$ cat src/rtl/lms_pkg.sv
// shared types, register indexes and microcode table of the orbit sampler
package lms_pkg;

  // configuration register indexes
  localparam int CFG_INDEX_BITS = 2;
  typedef logic [CFG_INDEX_BITS-1:0] cfg_index_t;
  localparam cfg_index_t CFG_START_VALUE  = 2'd0;
  localparam cfg_index_t CFG_SETTLE_COUNT = 2'd1;
  localparam cfg_index_t CFG_MAX_EMIT     = 2'd2;
  localparam cfg_index_t CFG_MATCH_TOL    = 2'd3;

  // register reset values
  localparam logic [31:0] START_VALUE_RST  = 32'hC000_0000;
  localparam logic [15:0] SETTLE_COUNT_RST = 16'd4001;
  localparam logic [6:0]  MAX_EMIT_RST     = 7'd64;
  localparam logic [15:0] MATCH_TOL_RST    = 16'd4295;

  // fraction bits of the rate
  localparam int RATE_FRAC = 29;

  // datapath operation of a microcode step
  typedef logic [2:0] op_t;
  localparam op_t OP_NOP      = 3'd0;
  localparam op_t OP_LOAD     = 3'd1;
  localparam op_t OP_MUL_P    = 3'd2;
  localparam op_t OP_SETTLE_X = 3'd3;
  localparam op_t OP_MUL_X    = 3'd4;
  localparam op_t OP_REF      = 3'd5;
  localparam op_t OP_EMIT     = 3'd6;

  // sequencing condition of a microcode step
  typedef logic [2:0] cond_t;
  localparam cond_t COND_NEXT        = 3'd0;
  localparam cond_t COND_JUMP        = 3'd1;
  localparam cond_t COND_WAIT_IN     = 3'd2;
  localparam cond_t COND_SETTLE_ZERO = 3'd3;
  localparam cond_t COND_SETTLE_MORE = 3'd4;
  localparam cond_t COND_EMIT        = 3'd5;

  // microcode addresses
  typedef logic [3:0] upc_t;
  localparam upc_t UPC_IDLE   = 4'd0;
  localparam upc_t UPC_CHECK  = 4'd1;
  localparam upc_t UPC_S_PROD = 4'd2;
  localparam upc_t UPC_S_MAP  = 4'd3;
  localparam upc_t UPC_REF    = 4'd4;
  localparam upc_t UPC_E_PROD = 4'd5;
  localparam upc_t UPC_E_MAP  = 4'd6;
  localparam upc_t UPC_EMIT   = 4'd7;
  localparam upc_t UPC_DONE   = 4'd8;

  typedef struct packed {
    op_t   op;
    cond_t cond;
    upc_t  target;
  } uword_t;

  // datapath strobes from the sequencer
  typedef struct packed {
    logic load_start;
    logic mul_p;
    logic mul_x;
    logic load_ref;
  } dp_ctrl_t;

  // control store
  function automatic uword_t ucode(input upc_t addr);
    uword_t w;
    case (addr)
      UPC_IDLE:   w = '{op: OP_LOAD,     cond: COND_WAIT_IN,     target: UPC_IDLE};
      UPC_CHECK:  w = '{op: OP_NOP,      cond: COND_SETTLE_ZERO, target: UPC_REF};
      UPC_S_PROD: w = '{op: OP_MUL_P,    cond: COND_NEXT,        target: UPC_IDLE};
      UPC_S_MAP:  w = '{op: OP_SETTLE_X, cond: COND_SETTLE_MORE, target: UPC_S_PROD};
      UPC_REF:    w = '{op: OP_REF,      cond: COND_NEXT,        target: UPC_IDLE};
      UPC_E_PROD: w = '{op: OP_MUL_P,    cond: COND_NEXT,        target: UPC_IDLE};
      UPC_E_MAP:  w = '{op: OP_MUL_X,    cond: COND_NEXT,        target: UPC_IDLE};
      UPC_EMIT:   w = '{op: OP_EMIT,     cond: COND_EMIT,        target: UPC_E_PROD};
      UPC_DONE:   w = '{op: OP_NOP,      cond: COND_JUMP,        target: UPC_IDLE};
      default:    w = '{op: OP_NOP,      cond: COND_JUMP,        target: UPC_IDLE};
    endcase
    return w;
  endfunction

endpackage

$ cat src/rtl/logistic_map_orbit_sampler.sv
// top level of the logistic map orbit sampler: sequencer, registers, result stage
//
//  channel | ports                                        | moves
//  --------+----------------------------------------------+------------------------------
//  in      | in_valid, in_ready, in_rate                  | one rate word per run
//  out     | out_valid, out_ready, out_rate_echo,         | 1..EMIT_LIMIT orbit words
//          | out_orbit_value, out_last_of_run, out_matched| per rate
//  cfg     | cfg_we, cfg_index, cfg_data                  | register write, no wait
//
// each map step is two passes through the one shared multiplier,
// sequenced by the microcode table
// a new rate is taken only when the previous run has finished
// reset clears the sequencer, counters and result stage; registers take defaults
// a stalled result stage holds the sequencer at its emit step
module logistic_map_orbit_sampler #(
  parameter int VALUE_BITS = 32,
  parameter int EMIT_LIMIT = 64
) (
  input  logic                        clk,
  input  logic                        rst_n,
  input  logic                        in_valid,
  output logic                        in_ready,
  input  logic [31:0]                 in_rate,
  output logic                        out_valid,
  input  logic                        out_ready,
  output logic [31:0]                 out_rate_echo,
  output logic [31:0]                 out_orbit_value,
  output logic                        out_last_of_run,
  output logic                        out_matched,
  input  logic                        cfg_we,
  input  lms_pkg::cfg_index_t         cfg_index,
  input  logic [31:0]                 cfg_data
);
  import lms_pkg::*;

  localparam int EW = $clog2(EMIT_LIMIT + 1);

  logic [31:0] start_value_r;
  logic [15:0] settle_count_r;
  logic [6:0]  max_emit_r;
  logic [15:0] match_tol_r;

  upc_t        upc_r, upc_nxt, upc_inc;
  uword_t      uw;
  logic [31:0] rate_r;
  logic [15:0] settle_left_r, settle_left_nxt;
  logic [EW-1:0] emit_left_r, emit_left_nxt;
  logic [6:0]  limit;

  logic        accept;
  logic        slot_free;
  logic        emit_fire;
  logic        hit;
  logic        last;
  logic [31:0] orbit_q32;
  dp_ctrl_t    ctrl;

  logic        out_valid_r;
  logic [31:0] out_rate_r;
  logic [31:0] out_value_r;
  logic        out_last_r;
  logic        out_match_r;

  // configuration registers
  always_ff @(posedge clk) begin
    if (!rst_n) begin
      start_value_r  <= START_VALUE_RST;
      settle_count_r <= SETTLE_COUNT_RST;
      max_emit_r     <= MAX_EMIT_RST;
      match_tol_r    <= MATCH_TOL_RST;
    end else if (cfg_we) begin
      case (cfg_index)
        CFG_START_VALUE:  start_value_r  <= cfg_data;
        CFG_SETTLE_COUNT: settle_count_r <= cfg_data[15:0];
        CFG_MAX_EMIT:     max_emit_r     <= cfg_data[6:0];
        CFG_MATCH_TOL:    match_tol_r    <= cfg_data[15:0];
        default: ;
      endcase
    end
  end

  // control word fetch and handshake terms
  assign uw        = ucode(upc_r);
  assign in_ready  = (uw.cond == COND_WAIT_IN);
  assign accept    = in_valid && in_ready;
  assign slot_free = !out_valid_r || out_ready;
  assign emit_fire = (uw.op == OP_EMIT) && slot_free;
  assign last      = hit || (emit_left_r == EW'(1));
  assign upc_inc   = upc_r + 4'd1;

  // emit limit clamped to 1..EMIT_LIMIT
  always_comb begin
    if (max_emit_r == 7'd0) begin
      limit = 7'd1;
    end else if (max_emit_r > 7'(EMIT_LIMIT)) begin
      limit = 7'(EMIT_LIMIT);
    end else begin
      limit = max_emit_r;
    end
  end

  // next microcode address
  always_comb begin
    case (uw.cond)
      COND_NEXT:        upc_nxt = upc_inc;
      COND_JUMP:        upc_nxt = uw.target;
      COND_WAIT_IN:     upc_nxt = accept ? upc_inc : upc_r;
      COND_SETTLE_ZERO: upc_nxt = (settle_left_r == 16'd0) ? uw.target : upc_inc;
      COND_SETTLE_MORE: upc_nxt = (settle_left_r != 16'd1) ? uw.target : upc_inc;
      COND_EMIT: begin
        if (!slot_free) begin
          upc_nxt = upc_r;
        end else if (last) begin
          upc_nxt = upc_inc;
        end else begin
          upc_nxt = uw.target;
        end
      end
      default:          upc_nxt = UPC_IDLE;
    endcase
  end

  // loop counters
  always_comb begin
    settle_left_nxt = settle_left_r;
    emit_left_nxt   = emit_left_r;
    if (accept) begin
      settle_left_nxt = settle_count_r;
      emit_left_nxt   = EW'(limit);
    end else begin
      if (uw.op == OP_SETTLE_X) begin
        settle_left_nxt = settle_left_r - 16'd1;
      end
      if (emit_fire) begin
        emit_left_nxt = emit_left_r - EW'(1);
      end
    end
  end

  always_ff @(posedge clk) begin
    if (!rst_n) begin
      upc_r         <= UPC_IDLE;
      settle_left_r <= '0;
      emit_left_r   <= '0;
    end else begin
      upc_r         <= upc_nxt;
      settle_left_r <= settle_left_nxt;
      emit_left_r   <= emit_left_nxt;
    end
  end

  always_ff @(posedge clk) begin
    if (accept) begin
      rate_r <= in_rate;
    end
  end

  // datapath strobes
  assign ctrl.load_start = (uw.op == OP_LOAD) && accept;
  assign ctrl.mul_p      = (uw.op == OP_MUL_P);
  assign ctrl.mul_x      = (uw.op == OP_MUL_X) || (uw.op == OP_SETTLE_X);
  assign ctrl.load_ref   = (uw.op == OP_REF);

  lms_datapath #(
    .VALUE_BITS(VALUE_BITS)
  ) u_datapath (
    .clk        (clk),
    .ctrl       (ctrl),
    .start_value(start_value_r),
    .rate       (rate_r),
    .match_tol  (match_tol_r),
    .orbit_q32  (orbit_q32),
    .hit        (hit)
  );

  // result stage
  always_ff @(posedge clk) begin
    if (!rst_n) begin
      out_valid_r <= 1'b0;
    end else if (emit_fire) begin
      out_valid_r <= 1'b1;
    end else if (out_ready) begin
      out_valid_r <= 1'b0;
    end
  end

  always_ff @(posedge clk) begin
    if (emit_fire) begin
      out_rate_r  <= rate_r;
      out_value_r <= orbit_q32;
      out_last_r  <= last;
      out_match_r <= hit;
    end
  end

  assign out_valid       = out_valid_r;
  assign out_rate_echo   = out_rate_r;
  assign out_orbit_value = out_value_r;
  assign out_last_of_run = out_last_r;
  assign out_matched     = out_match_r;

endmodule

$ cat src/rtl/lms_datapath.sv
// map datapath: shared multiplier, x, product and reference registers, match compare
module lms_datapath #(
  parameter int VALUE_BITS = 32
) (
  input  logic             clk,
  input  lms_pkg::dp_ctrl_t ctrl,
  input  logic [31:0]      start_value,
  input  logic [31:0]      rate,
  input  logic [15:0]      match_tol,
  output logic [31:0]      orbit_q32,
  output logic             hit
);
  import lms_pkg::*;

  localparam int VB = VALUE_BITS;
  localparam int MA = (VB > 32) ? VB : 32;
  localparam int PW = MA + VB;

  logic [VB-1:0] x_r, x_nxt;
  logic [VB-1:0] p_r, p_nxt;
  logic [VB-1:0] ref_r, ref_nxt;
  logic [MA-1:0] mul_a;
  logic [VB-1:0] mul_b;
  logic [VB-1:0] mul_c;
  logic [PW-1:0] prod;
  logic          sat;
  logic [VB-1:0] x_map;
  logic [VB+31:0] start_ext;
  logic [VB+31:0] x_ext;
  logic [VB:0]   diff_up;
  logic [VB:0]   diff_dn;
  logic [VB-1:0] x_dist;

  // operand select: x*(1-x) as x*~x + x, or r*p
  always_comb begin
    if (ctrl.mul_x) begin
      mul_a = MA'(rate);
      mul_b = p_r;
      mul_c = '0;
    end else begin
      mul_a = MA'(x_r);
      mul_b = ~x_r;
      mul_c = x_r;
    end
  end

  assign prod = PW'(mul_a) * PW'(mul_b) + PW'(mul_c);

  // truncate and saturate just below 1.0
  assign sat   = |prod[PW-1:VB+RATE_FRAC];
  assign x_map = sat ? '1 : prod[VB+RATE_FRAC-1:RATE_FRAC];
  assign p_nxt = prod[2*VB-1:VB];

  // start value into the internal format
  assign start_ext = {start_value, {VB{1'b0}}};

  always_comb begin
    if (ctrl.load_start) begin
      x_nxt = start_ext[VB+31 -: VB];
    end else if (ctrl.mul_x) begin
      x_nxt = x_map;
    end else begin
      x_nxt = x_r;
    end
  end

  assign ref_nxt = ctrl.load_ref ? x_r : ref_r;

  always_ff @(posedge clk) begin
    x_r   <= x_nxt;
    ref_r <= ref_nxt;
    if (ctrl.mul_p) begin
      p_r <= p_nxt;
    end
  end

  // distance to the reference
  assign diff_up = {1'b0, x_r} - {1'b0, ref_r};
  assign diff_dn = {1'b0, ref_r} - {1'b0, x_r};
  assign x_dist  = diff_up[VB] ? diff_dn[VB-1:0] : diff_up[VB-1:0];
  assign hit     = x_dist < VB'(match_tol);

  // internal x back to Q0.32
  assign x_ext     = {x_r, 32'b0};
  assign orbit_q32 = x_ext[VB+31 -: 32];

endmodule

$ cat config.mk
export PLATFORM = sky130hd
export DESIGN_NAME = logistic_map_orbit_sampler
export DESIGN_NICKNAME = d
export VERILOG_FILES = /design/src/rtl/lms_pkg.sv /design/src/rtl/logistic_map_orbit_sampler.sv /design/src/rtl/lms_datapath.sv
export SDC_FILE = /design/constraint.sdc
export NUM_CORES = 2
export LEC_CHECK = 0
export ABC_AREA = 1
export ABC_CLOCK_PERIOD_IN_PS = 14850
export BUFFER_PORTS_ARGS = -buffer_cell sky130_fd_sc_hd__clkbuf_2
export CAP_MARGIN = 10
export CORE_MARGIN = 2
export CORE_UTILIZATION = 25
export CTS_CLUSTER_DIAMETER = 200
export DETAILED_ROUTE_END_ITERATION = 8
export SYNTH_ARGS = -nofsm -noshare
export SYNTH_HDL_FRONTEND = slang
export SYNTH_SLANG_ARGS = --single-unit
export TNS_END_PERCENT = 20
$ cat constraint.sdc
create_clock -name clk -period 14.85 [get_ports clk]
set_input_delay 2.2275 -clock clk [delete_from_list [all_inputs] [get_ports clk]]
set_output_delay 2.2275 -clock clk [all_outputs]
set_load 0.01 [all_outputs]
Yosys cells after proc, flatten, opt, wreduce, memory -nomap -nowiden
Memories as Yosys holds them, arrays and structs flattened. A register that Yosys moved wholly into a read port is not among the register bits. Index checks and enable logic that the tools add are counted.

Register bits after elaboration: 293. Memory bits (read-only): 144. Input bits: 71. Word-level logic and storage cells: 89. Memories: 1.

Memory list: (no name shown) (words 16, bits a word 9, rd ports 1, clocked after memory_dff 1, write ports 0, RTL line lms_pkg.sv:69) `case (addr)`.

$add $sub $neg: 6. Multiply operators: 1. Order comparisons: 2. Equal/unequal tests: 18. Mux-type cells: 23. Bitwise logic cells: 1. Reduce and logical (&&, ||, !) cells: 21.

Operators by type and width (count): two-way mux 32 bit (7); adder 64 x 32 -> 64 bit (1); multiplier 32 x 32 -> 64 bit (1); subtractor 32 x 32 -> 33 bit (1); less-than comparator 32 x 16 -> 1 bit (1); two-way mux 16 bit (2); inverter 32 bit (1); subtractor 32 bit (1); two-way mux 4 bit (7); two-way mux 7 bit (4); case mux 4 bit (6 select lines) (1); zero test 16 bit (1); inequality test 16 x 1 -> 1 bit (second input constant) (1); subtractor 16 x 1 -> 16 bit (second input constant) (1); equality test 3 bit (second input constant) (5); equality test 3 x 2 -> 1 bit (second input constant) (4); AND reduction 2 bit (5); nonzero test 2 bit (4); equality test 7 x 1 -> 1 bit (second input constant) (1); > comparator 7 bit (second input constant) (1); zero test 7 bit (1); subtractor 7 x 1 -> 7 bit (second input constant) (1); equality test 3 x 1 -> 1 bit (second input constant) (2); adder 4 x 1 -> 4 bit (second input constant) (1); other kinds (11) (17).

Longest topological paths before layout
Depth in word-level cells: 9. Depth in mapped cells: 43.

Hierarchy
From an unflattened synthesis, not the netlist that was laid out.

Cell total of the unflattened synthesis: 6448. Area total of the unflattened synthesis: 50783.7 µm².

Modules (own cells, without submodules): lms_datapath (instances 1, cells each 5706, area each 43091.3 µm², seq. area each 2882.8 µm²); logistic_map_orbit_sampler (instances 1, cells each 742, area each 7692.4 µm², seq. area each 5104.9 µm²).

Worst setup path after synthesis
OpenSTA, ideal clock, no wires.

Kind: reg-to-reg. Start point: register uw[8] (netlist name). End point: register u_datapath.x_r[28] (netlist: u_datapath.orbit_q32[28]) (data pin). Arrival time: 8.228 ns. Setup slack: 6.369 ns. Cell stages (with the launch flop): 40. Path buffers: 3. Clock period less this slack: 8.481 ns. Path through: dfxtp_1 > inv_1 > o21ai_0 > nand2_1 > inv_1 > clkbuf_1 > nor2_1 > a21oi_1 > clkbuf_1 > nor2_1 > fa_1 > inv_1 > fa_1 > inv_1 > fa_1 > inv_1 > fa_1 > inv_1 > (+4 left out) > fa_1 > fa_1 > ha_1 > nand2_1 > nor2_1 > inv_1 > nor4_1 > nand3_1 > nand3_1 > nand2_1 > o2111ai_1 > a21oi_1 > xor2_1 > nor2_1 > buf_2 > nand3_1 > o21ai_1 > inv_1.

Longest elaborated chain between the ends: 9. Elaborated cells between the ends (all ways): 14. Classes of those cells: 1 x add/sub; 1 x mul; 3 x eq/ne; 6 x mux; 3 x reduce/logical.

Ends and longest elaborated chain: equality test 3 bit or equality test 3 x 2 -> 1 bit (tied branches) (RTL line logistic_map_orbit_sampler.sv:161) `assign ctrl.mul_x = (uw.op == OP_MUL_X) || (uw.op == OP_SETTLE_X);`; logical OR 1 bit (*) (RTL line logistic_map_orbit_sampler.sv:161); two-way mux 32 bit (RTL line lms_datapath.sv:36) `if (ctrl.mul_x) begin`; multiplier 32 x 32 -> 64 bit (RTL line lms_datapath.sv:47) `assign prod = PW'(mul_a) * PW'(mul_b) + PW'(mul_c);`; adder 64 x 32 -> 64 bit (*) (RTL line lms_datapath.sv:47); named net u_datapath.prod[61] (RTL line lms_datapath.sv:25) `logic [PW-1:0] prod;`; OR reduction 3 bit (*) (RTL line lms_datapath.sv:50) `assign sat = |prod[PW-1:VB+RATE_FRAC];`; two-way mux 32 bit (*) (RTL line lms_datapath.sv:51) `assign x_map = sat ? '1 : prod[VB+RATE_FRAC-1:RATE_FRAC];`; two-way mux 32 bit (*) (RTL line lms_datapath.sv:60) `end else if (ctrl.mul_x) begin`; two-way mux 32 bit (*) (RTL line lms_datapath.sv:58) `if (ctrl.load_start) begin`; named net u_datapath.x_nxt[28] (RTL line lms_datapath.sv:19) `logic [VB-1:0] x_r, x_nxt;`; end signal: assignment (RTL line lms_datapath.sv:70) `x_r <= x_nxt;`; end: declaration (RTL line lms_datapath.sv:19).

The timed path passes the listed nets; every way through them passes the cells marked *. The select of a mux whose other input is x is not followed. A chain may end at the register's enable or synchronous reset.

Worst setup path in the final report
Start point: register uw[7] (netlist name). End point: register u_datapath.x_r[21] (netlist: u_datapath.orbit_q32[21]) (data pin).

Longest elaborated chain between the ends: 9. Elaborated cells between the ends (all ways): 14. Classes of those cells: 1 x add/sub; 1 x mul; 3 x eq/ne; 6 x mux; 3 x reduce/logical.

Ends and longest elaborated chain (RTL line): equality test 3 bit or equality test 3 x 2 -> 1 bit (tied branches) (logistic_map_orbit_sampler.sv:161); logical OR 1 bit (*) (logistic_map_orbit_sampler.sv:161); two-way mux 32 bit (lms_datapath.sv:36); multiplier 32 x 32 -> 64 bit (lms_datapath.sv:47); adder 64 x 32 -> 64 bit (*) (lms_datapath.sv:47); named net u_datapath.prod[63] (lms_datapath.sv:25); OR reduction 3 bit (*) (lms_datapath.sv:50); two-way mux 32 bit (*) (lms_datapath.sv:51); two-way mux 32 bit (*) (lms_datapath.sv:60); two-way mux 32 bit (*) (lms_datapath.sv:58); named net u_datapath.x_nxt[21] (lms_datapath.sv:19).

Marks and branches as above.

==> impl_metrics.py <==
metrics = {
    "clocking": {
        "path_clk_slew_ns": 0.07,
        "cts-resized-gates": 0,
        "postCtsHoldBufs": 0,
        "cts_inserted_buffers": 34,
        "clk_latency_ns": 0.58,
        "cts_root_buf": "clkbuf_16",
        "cts_buffer_depth": 3,
        "postCtsSetupBuffers": 0,
        "cts_tree": "yes",
        "clock_sinks": 302,
        "cts_max_level": 2,
    },
    "grt": {
        "grt_usage_pct": 17.5,
        "first_global_vias": 42900,
        "antenna_found_initial": 6,
        "gr-total-overflow": 0,
        "grt_pass1_wl_um": 268000,
        "grt_max_degree": 82,
    },
    "worst_hold_path": {
        "holdCritPathClass": "reg -> reg",
    },
    "yosys": {
        "synth-simple-area-share_pct": 17.9,
        "syn_inst": 6114,
        "synth_nets": 7460,
        "synth_area_leader_cell": "fa_1",
        "ys_ff_latch": 302,
        "yosysSeqAreaShare_pct": 16.1,
        "synth.top_cell.area_share_pct": 37.5,
        "synth_area_sq_um": 49600,
        "async_flop_share_pct": 0,
        "dominantRegCellSynth": "edfxtp_1",
        "synth-compound-area-share_pct": 5.46,
        "synthMuxAreaShare_pct": 0.0404,
        "synth_fa_ha_area_share_pct": 46.2,
        "synth_edf_count": 194,
        "syn_area_per_cell_sq_um": 8.11,
        "yosys-top-cells-area": "fa_1, edfxtp_1, inv_1",
        "synth_xor_area_share_pct": 1.13,
        "synth_top_family_by_area": "adder cells",
        "yosys_warnings": 0,
        "ys_types": 56,
    },
    "setup_path": {
        "path_max_fanout": 32,
        "arrival_ns": 12.10,
        "end_kind": "flop",
        "worst_setup_path_start_kind": "flop",
        "critical_path.slowest_cell": "clkinv_1",
        "critPathMaxStageDelay_ns": 0.99,
        "worstSetupPathType": "reg -> reg",
        "rrSetupSlack_ns": 3.08,
        "cpMostUsedCell": "inv_1",
        "cp.required_ns": 15.18,
    },
    "final_layout": {
        "drive_gt1_share_pct": 6.01,
        "n_fill_cell": 21200,
        "nets": 7509,
        "area_delta_synth_final_pct": 10.4,
        "final_common_cell": "inv_1",
        "multi_input_area_sq_um": 35300,
        "num_antenna_cells": 0,
        "final_cell_mix": "inv_1, nand2_1, fa_1, nor2_1, ha_1",
        "regArea_sq_um": 7990,
    },
    "sta": {
        "max_freq_ghz": 0.0849,
        "fin_crit_sh_pct": 79.3,
        "setup_ws_ns": 3.08,
        "period_minus_slack_ns": 11.77,
        "rsz0062_at_grt": "false",
        "finalSetupTns_ns": 0,
        "slew_viol_final": 0,
        "hold_viol": 0,
        "worst_pin_slew_ns": 1.22,
        "setup_viol": 0,
        "fin_worst_skew_ns": 0.0289,
        "relSlewSlack_pct": 18.4,
    },
    "route": {
        "drt_iter0_drc": 3498,
        "detail-route-antenna-nets": 0,
        "drcViolationCount": 0,
        "post_drt_wl_per_cell_um": 20.2,
        "drt_first_pass_iters": 6,
        "vias": 40800,
        "routed_wl_um": 178000,
        "via_per_inst": 4.62,
    },
    "die": {
        "io-pin-count": 139,
        "core_area_sq_um": 197000,
        "die_h_um": 449,
        "dieArea_sq_um": 202000,
        "start_util_pct": 25.2,
        "die_width_um": 449,
        "fp-row-count": 163,
    },
    "place": {
        "gp_congestion": 0.967,
        "io_buffers": 138,
        "dp_slack_ns": 3.26,
        "post-dp-hpwl_um": 146000,
    },
    "run_status": {
        "status": "complete, no violations",
    },
    "run": {
        "cap_violations": 0,
    },
}
-- state kept, by name, indices dropped and copies added, names as in the netlist, 9 cells and up --
signal,flops
u_datapath.p_r,32
rate_r,32
out_rate_echo,32
settle_count_r,16
match_tol_r,16
start_value_r,32
uw,9
settle_left_r,16
u_datapath.orbit_q32,32
u_datapath.ref_r,32
out_orbit_value,32
-- layout make-up --
class | count | area share (%)
Tap cell | 2640 | 6.03
Timing Repair Buffer | 217 | 2.34
Clock buffer | 43 | 1.69
Inverter | 1525 | 10.5
Clock inverter | 19 | 0.487
Sequential cell | 302 | 14.6
Multi-Input combinational cell | 4083 | 64.4
-- worst paths after layout --
path,from,endpoint,cells after the start
hold / removal,rate_r[28],out_rate_echo[28],0
setup reg to reg,uw[7],u_datapath.orbit_q32[21],36
hold reg to reg,rate_r[28],out_rate_echo[28],0
setup / recovery,uw[7],u_datapath.orbit_q32[21],36
-- metrics by stage --
stage	instances	util, %	hold WS (ns)	area [sq um]
after floorplan	6114	-	0.421	49600
after global placement	8767	27.2	0.432	53600
after detailed placement	8767	27.2	0.436	53600
after CTS	8829	27.8	0.452	54800
after global routing	8829	27.8	0.459	54800
final	8829	27.8	0.452	54800
-- synthesized netlist by cell type, types with 5 or more instances --
master	instances
clkbuf_1	189
a21o_1	9
o21ai_0	178
nand2_2	16
a21oi_1	172
ha_1	346
edfxtp_1	194
nor3_1	22
o221ai_1	6
nor2_2	6
dfxtp_1	108
inv_1	1482
nand4_1	11
nand2_1	1154
o21a_1	8
inv_2	19
a211oi_1	6
a31oi_1	31
o21bai_1	5
nor4_1	9
buf_2	8
nand3_1	144
clkinv_1	23
o211ai_1	8
xnor2_1	29
xor2_1	35
nor2_1	867
fa_1	929
o21ai_1	46
-- critical path, delay by kind of cell, from the launching register on --
family | cells | cell delay, ns
xor+xnor | 1 | 0.11
flops | 1 | 0.33
buf+inv | 12 | 3.01
fa+ha+maj | 9 | 4.41
simple gates | 10 | 2.77
compound gates | 4 | 0.86
-- cells by family (layout without fill, tap and decap cells) --
kind of cell	after synthesis	count (layout)
mux	2	2
compound gates	493	493
xor+xnor	64	64
flops	302	302
buf+inv	1729	1804
fa+ha+maj	1275	1275
simple gates	2249	2249
-- layer usage --
metal	track usage (%)	up-vias	routed length, um
li1	-	18100	-
met1	23.0	20600	73500
met2	28.4	1708	82100
met3	2.44	348	13300
met4	7.85	4	9380
met5	0	-	27
Power is not shown: default switching activity piles up to over one toggle a cycle in this logic, so the estimate is an artifact.
